<file path="src/design/drpf_pkg.sv">
// ---------------------------------------------------------------------------
// drpf_pkg
// shared types, codes and constants of the dna repeat period finder
// ---------------------------------------------------------------------------
package drpf_pkg;

    // input transfer: one load or one query
    typedef struct packed {
        logic        mode;
        logic [15:0] position;
        logic [7:0]  base_char;
    } drpf_in_t;

    // output transfer: one query result
    typedef struct packed {
        logic [10:0] best_score;
        logic [7:0]  best_period;
        logic        blank;
    } drpf_out_t;

    // per-cycle control of the score unit, aligned with memory read data
    typedef struct packed {
        logic       start;
        logic       valid;
        logic       last;
        logic       count;
        logic [7:0] period;
    } drpf_score_ctl_t;

    localparam logic MODE_LOAD  = 1'b0;
    localparam logic MODE_QUERY = 1'b1;

    // word index of the only register
    localparam logic REG_WINDOW_LEN = 1'b0;
    localparam logic [10:0] WINDOW_LEN_RESET = 11'd32;

    localparam logic [1:0] CODE_OTHER = 2'd0;
    localparam logic [1:0] CODE_C     = 2'd1;
    localparam logic [1:0] CODE_G     = 2'd2;
    localparam logic [1:0] CODE_T     = 2'd3;

    localparam logic [7:0] CHAR_C = 8'h43;
    localparam logic [7:0] CHAR_G = 8'h47;
    localparam logic [7:0] CHAR_T = 8'h54;

    // offset d = 4*o + f
    localparam logic [5:0] OFFSET_LAST = 6'd61;
    localparam logic [1:0] FRAME_LAST  = 2'd3;
    localparam logic [7:0] NO_PERIOD   = 8'd251;

    // hysteresis ratio 11/10
    localparam int unsigned HYST_LO = 10;
    localparam int unsigned HYST_HI = 11;

    function automatic logic [1:0] code_of(input logic [7:0] ch);
        logic [1:0] code;
        unique case (ch)
            CHAR_C:  code = CODE_C;
            CHAR_G:  code = CODE_G;
            CHAR_T:  code = CODE_T;
            default: code = CODE_OTHER;
        endcase
        return code;
    endfunction

endpackage

</file>
<file path="src/design/drpf_score_unit.sv">
// ---------------------------------------------------------------------------
// drpf_score_unit
// bit-serial match counter and hysteresis winner selection
// ---------------------------------------------------------------------------
module drpf_score_unit #(
    parameter int unsigned CW = 11
) (
    input  logic                      clk,
    input  logic                      rst_n,
    input  drpf_pkg::drpf_score_ctl_t ctl,
    input  logic [1:0]                qa,
    input  logic [1:0]                qb,
    output logic [CW-1:0]             best_score,
    output logic [7:0]                best_period
);

    localparam int unsigned MW = CW + 4;

    logic [CW-1:0] acc_reg;
    logic [CW-1:0] acc_next;
    logic [CW-1:0] best_reg;
    logic [CW-1:0] best_next;
    logic [7:0]    bestd_reg;
    logic [7:0]    bestd_next;
    logic [CW-1:0] s;
    logic          match;
    logic [MW-1:0] s10;
    logic [MW-1:0] s11;
    logic [MW-1:0] b10;
    logic [MW-1:0] b11;
    logic          qualifies;
    logic          win;

    assign match = ctl.count && (qa == qb);
    assign s     = acc_reg + CW'(match);

    assign s10 = MW'(s) * MW'(drpf_pkg::HYST_LO);
    assign s11 = MW'(s) * MW'(drpf_pkg::HYST_HI);
    assign b10 = MW'(best_reg) * MW'(drpf_pkg::HYST_LO);
    assign b11 = MW'(best_reg) * MW'(drpf_pkg::HYST_HI);

    // s >= floor(10*best/11)  <=>  10*best < 11*s + 11
    assign qualifies = b10 < (s11 + MW'(drpf_pkg::HYST_HI));
    // s >= ceil(11*best/10)   <=>  10*s >= 11*best
    assign win = qualifies && ((ctl.period < bestd_reg) || (s10 >= b11));

    always_comb
    begin
        acc_next   = acc_reg;
        best_next  = best_reg;
        bestd_next = bestd_reg;
        if (ctl.start)
        begin
            acc_next   = '0;
            best_next  = '0;
            bestd_next = drpf_pkg::NO_PERIOD;
        end
        else if (ctl.valid)
        begin
            if (ctl.last)
            begin
                acc_next = '0;
                if (win)
                begin
                    best_next  = s;
                    bestd_next = ctl.period;
                end
            end
            else
            begin
                acc_next = s;
            end
        end
    end

    always_ff @(posedge clk or negedge rst_n)
    begin
        if (!rst_n)
        begin
            acc_reg   <= '0;
            best_reg  <= '0;
            bestd_reg <= drpf_pkg::NO_PERIOD;
        end
        else
        begin
            acc_reg   <= acc_next;
            best_reg  <= best_next;
            bestd_reg <= bestd_next;
        end
    end

    assign best_score  = best_reg;
    assign best_period = bestd_reg;

endmodule

</file>
<file path="config.mk">
export PLATFORM = sky130hd
export DESIGN_NAME = drpf_score_unit
export DESIGN_NICKNAME = d
export VERILOG_FILES = /design/src/design/drpf_pkg.sv /design/src/design/drpf_score_unit.sv
export SDC_FILE = /design/constraint.sdc
export NUM_CORES = 1
export LEC_CHECK = 0
export BUFFER_PORTS_ARGS = -buffer_cell sky130_fd_sc_hd__buf_2
export CORE_ASPECT_RATIO = 1.4
export CORE_MARGIN = 3
export CORE_UTILIZATION = 41
export DETAILED_ROUTE_END_ITERATION = 6
export GPL_ROUTABILITY_DRIVEN = 0
export PLACE_DENSITY_LB_ADDON = 0.15
export SLEW_MARGIN = 30
export SYNTH_ARGS = -nofsm -noshare
export SYNTH_HDL_FRONTEND = slang
export SYNTH_SLANG_ARGS = --single-unit
</file>
<file path="constraint.sdc">
create_clock -name clk -period 9.1 [get_ports clk]
set_input_delay 0.455 -clock clk [delete_from_list [all_inputs] [get_ports clk]]
set_output_delay 0.455 -clock clk [all_outputs]
set_load 0.02 [all_outputs]
</file>
==> metrics.yaml <==
synth:
  synth_area_leaders: "ha_1 (27%), dfrtp_1 (11%), a21oi_1 (5.9%), fa_1 (5.9%), xnor2_1 (5.4%)"
  ys_warn_count: 0
  yosysSeqAreaShare: 0.150
  synth_top_family_by_area: "adder cells"
  syn-cell-area_mm2: 0.00506
  synth_async_sr_flop_share: 1.00
  muxShareOfSynthArea: 0.00198
  synth-edff-count: 0
  synthCells: 593
  ys.flop_type: "dfrtp_1"
  ys_seq_elements: 30
  ys_top_cells_by_count: "ha_1 (110), inv_1 (66), a21oi_1 (60)"
  synth_cell_types: 60
  avgSynthCellArea_um2: 8.53
  yosys.area.top_type: "ha_1"
  synth_most_common_cell: "ha_1"
  synth-xor-area-share: 0.102
  synthSimpleGateAreaFrac: 0.151
  synth_top_area_share: 0.272
  synth_fa_ha_area_frac: 0.332
  synth.net_count: 736
  synth_compound_area_frac: 0.196
routing:
  routed_via_density: 5.44
  routed_wl_um: 11900
  ant_nets: 0
  dr.pass1.iters: 4
  drc_errors: 0
  drtIter0Drc: 109
  wl_per_cell_um: 15.4
  vias: 4187
sta:
  tightest_slew_ns: 0.765
  hold_viol_final: 0
  rsz0062_at_grt: "no"
  slew_headroom: 0.486
  finalSetupViolCount: 0
  finalSetupTns_ns: 0
  fin_crit_ns: 6.58
  finClkSkew_ns: 0.00315
  finalCritPeriodShare: 0.723
  hold_slack_ns: 0.232
  finalMaxSlewViolations: 0
  fmax_mhz: 152
clock_network:
  path_clk_slew_ns: 0.05
  cts_hold_buf: 0
  clkSinkCount: 30
  htreeDepth: 2
  cts_tree: "built"
  cts_resized: 0
  clock_latency_ns: 0.28
  numCtsBuffers: 5
  clock-root-buffer: "clkbuf_16"
  clockBufferDepth: 2
  post_cts_buffers: 0
grt:
  grt_usage: 0.186
  antenna_found_initial: 0
  grt_pass1_wl_um: 20800
  grt_start_max_net_pins: 32
  overflow: 0
  grt_pass1_vias: 4436
worst_setup_path:
  reg2reg_from: "acc_reg[2]$_DFFE_PN0P_"
  reg2regPathDepth: 20
  r2r_end: "best_period[4]$_DFFE_PN1P_"
  endpoint_kind: "register"
  critPathMaxFanout: 18
  crit_required_ns: 9.30
  worstPathArrival_ns: 6.78
  reg2reg_slack_ns: 2.62
  startpoint_type: "input port"
  crit_type: "input port to register"
run:
  drv_cap: 0
layout:
  antenna_cells: 0
  synthToLayoutAreaGrowth_pct: 8.74
  nets: 765
  final_layout_size_suffix_gt1_frac: 0.119
pwr:
  ir_worst_vdd_mv: 0.194
  p_leak_nw: 2.89
  power_density_mw_per_mm2: 210
placement:
  dpl.hpwl_um: 9920
  port_buffers: 36
die:
  ioPinCount: 37
  core_mm2: 0.0119
  dieHeight_um: 137
  rows: 47
  fp.dieW_um: 99.9
  initial_core_util: 0.424
  fp.dieArea_mm2: 0.0137
hold_path:
  hp-class: "input port to async pin"
outcome:
  outcome: "finished, final reports clean"
-- worst max-delay path by stage --
stage,start,end,slack (ns),cells past startpoint
finish,qb[1],best_period[4]$_DFFE_PN1P_,2.52,24
global route,qb[0],best_score[6]$_DFFE_PN0P_,2.00,25
CTS,qb[1],best_period[4]$_DFFE_PN1P_,2.47,24
detailed placement,qb[1],best_period[4]$_DFFE_PN1P_,2.19,24
global placement,qb[0],best_period[4]$_DFFE_PN1P_,2.27,24
floorplan,qb[0],best_score[7]$_DFFE_PN0P_,3.35,25
-- worst max-delay path, cell delays in order --
cell,delay [ns]
buf_2,0.10
xnor2_1,0.13
and3_1,0.16
ha_1,0.19
nand2_1,0.09
nor2_2,0.23
and3_1,0.25
nand3_1,0.11
xnor2_1,0.62
ha_1,0.38
fa_1,0.47
ha_1,0.31
ha_1,0.36
inv_1,0.13
o311ai_1,0.14
or3_1,0.33
a21oi_1,0.19
xor2_1,0.17
ha_1,0.26
a21o_1,0.19
a2111oi_4,0.39
o21a_1,0.67
a21oi_1,0.15
a211o_1,0.31
-- per-layer routing --
layer | GRT usage | vias to the layer above | wire, um
met5 | 0 | - | 0
met4 | 0.0418 | 0 | 151
met3 | 0.0122 | 9 | 211
met2 | 0.351 | 39 | 6330
met1 | 0.228 | 2008 | 5180
li1 | - | 2131 | -
-- cell type report --
cell class	count	area (um^2)
clock buffer	8	166
fill	1212	6440
inverter	66	248
multi-input combinational	483	3960
sequential	30	759
tap	147	184
timing repair buffer	36	180
-- through the flow --
step	total power [mW]	worst slack, ns	cells	area, um^2	util
6_report	1.15	2.52	770	5500	0.461
5_1_grt	1.28	2.00	770	5500	0.461
4_1_cts	1.18	2.47	770	5500	0.461
3_5_place_dp	0.989	2.19	762	5330	0.447
3_3_place_gp	0.966	2.27	762	5330	0.447
2_1_floorplan	0.806	3.35	593	5060	-
-- report_power, final --
part / total [mW] / internal [mW] / switching (mW)
registers: 0.203 / 0.166 / 0.0370
logic: 0.771 / 0.302 / 0.468
clock network: 0.179 / 0.123 / 0.0560
total: 1.15 / 0.592 / 0.561
-- cell families after synthesis --
group	count (synthesis)
buf+inv	80
flops	30
xor+xnor	58
simple gates	148
fa+ha+maj	125
mux	1
compound gates	151
-- cells in the final DEF (no fill, tap or decap), drive strengths merged, types with 21 or more instances in the layout --
master,instances
nand2,21
buf,36
xnor2,31
dfrtp,23
ha,110
inv,66
o21ai,30
nor3,21
nor2,47
a21oi,62
xor2,27
Note: power is estimated with default switching activity, not from simulation.
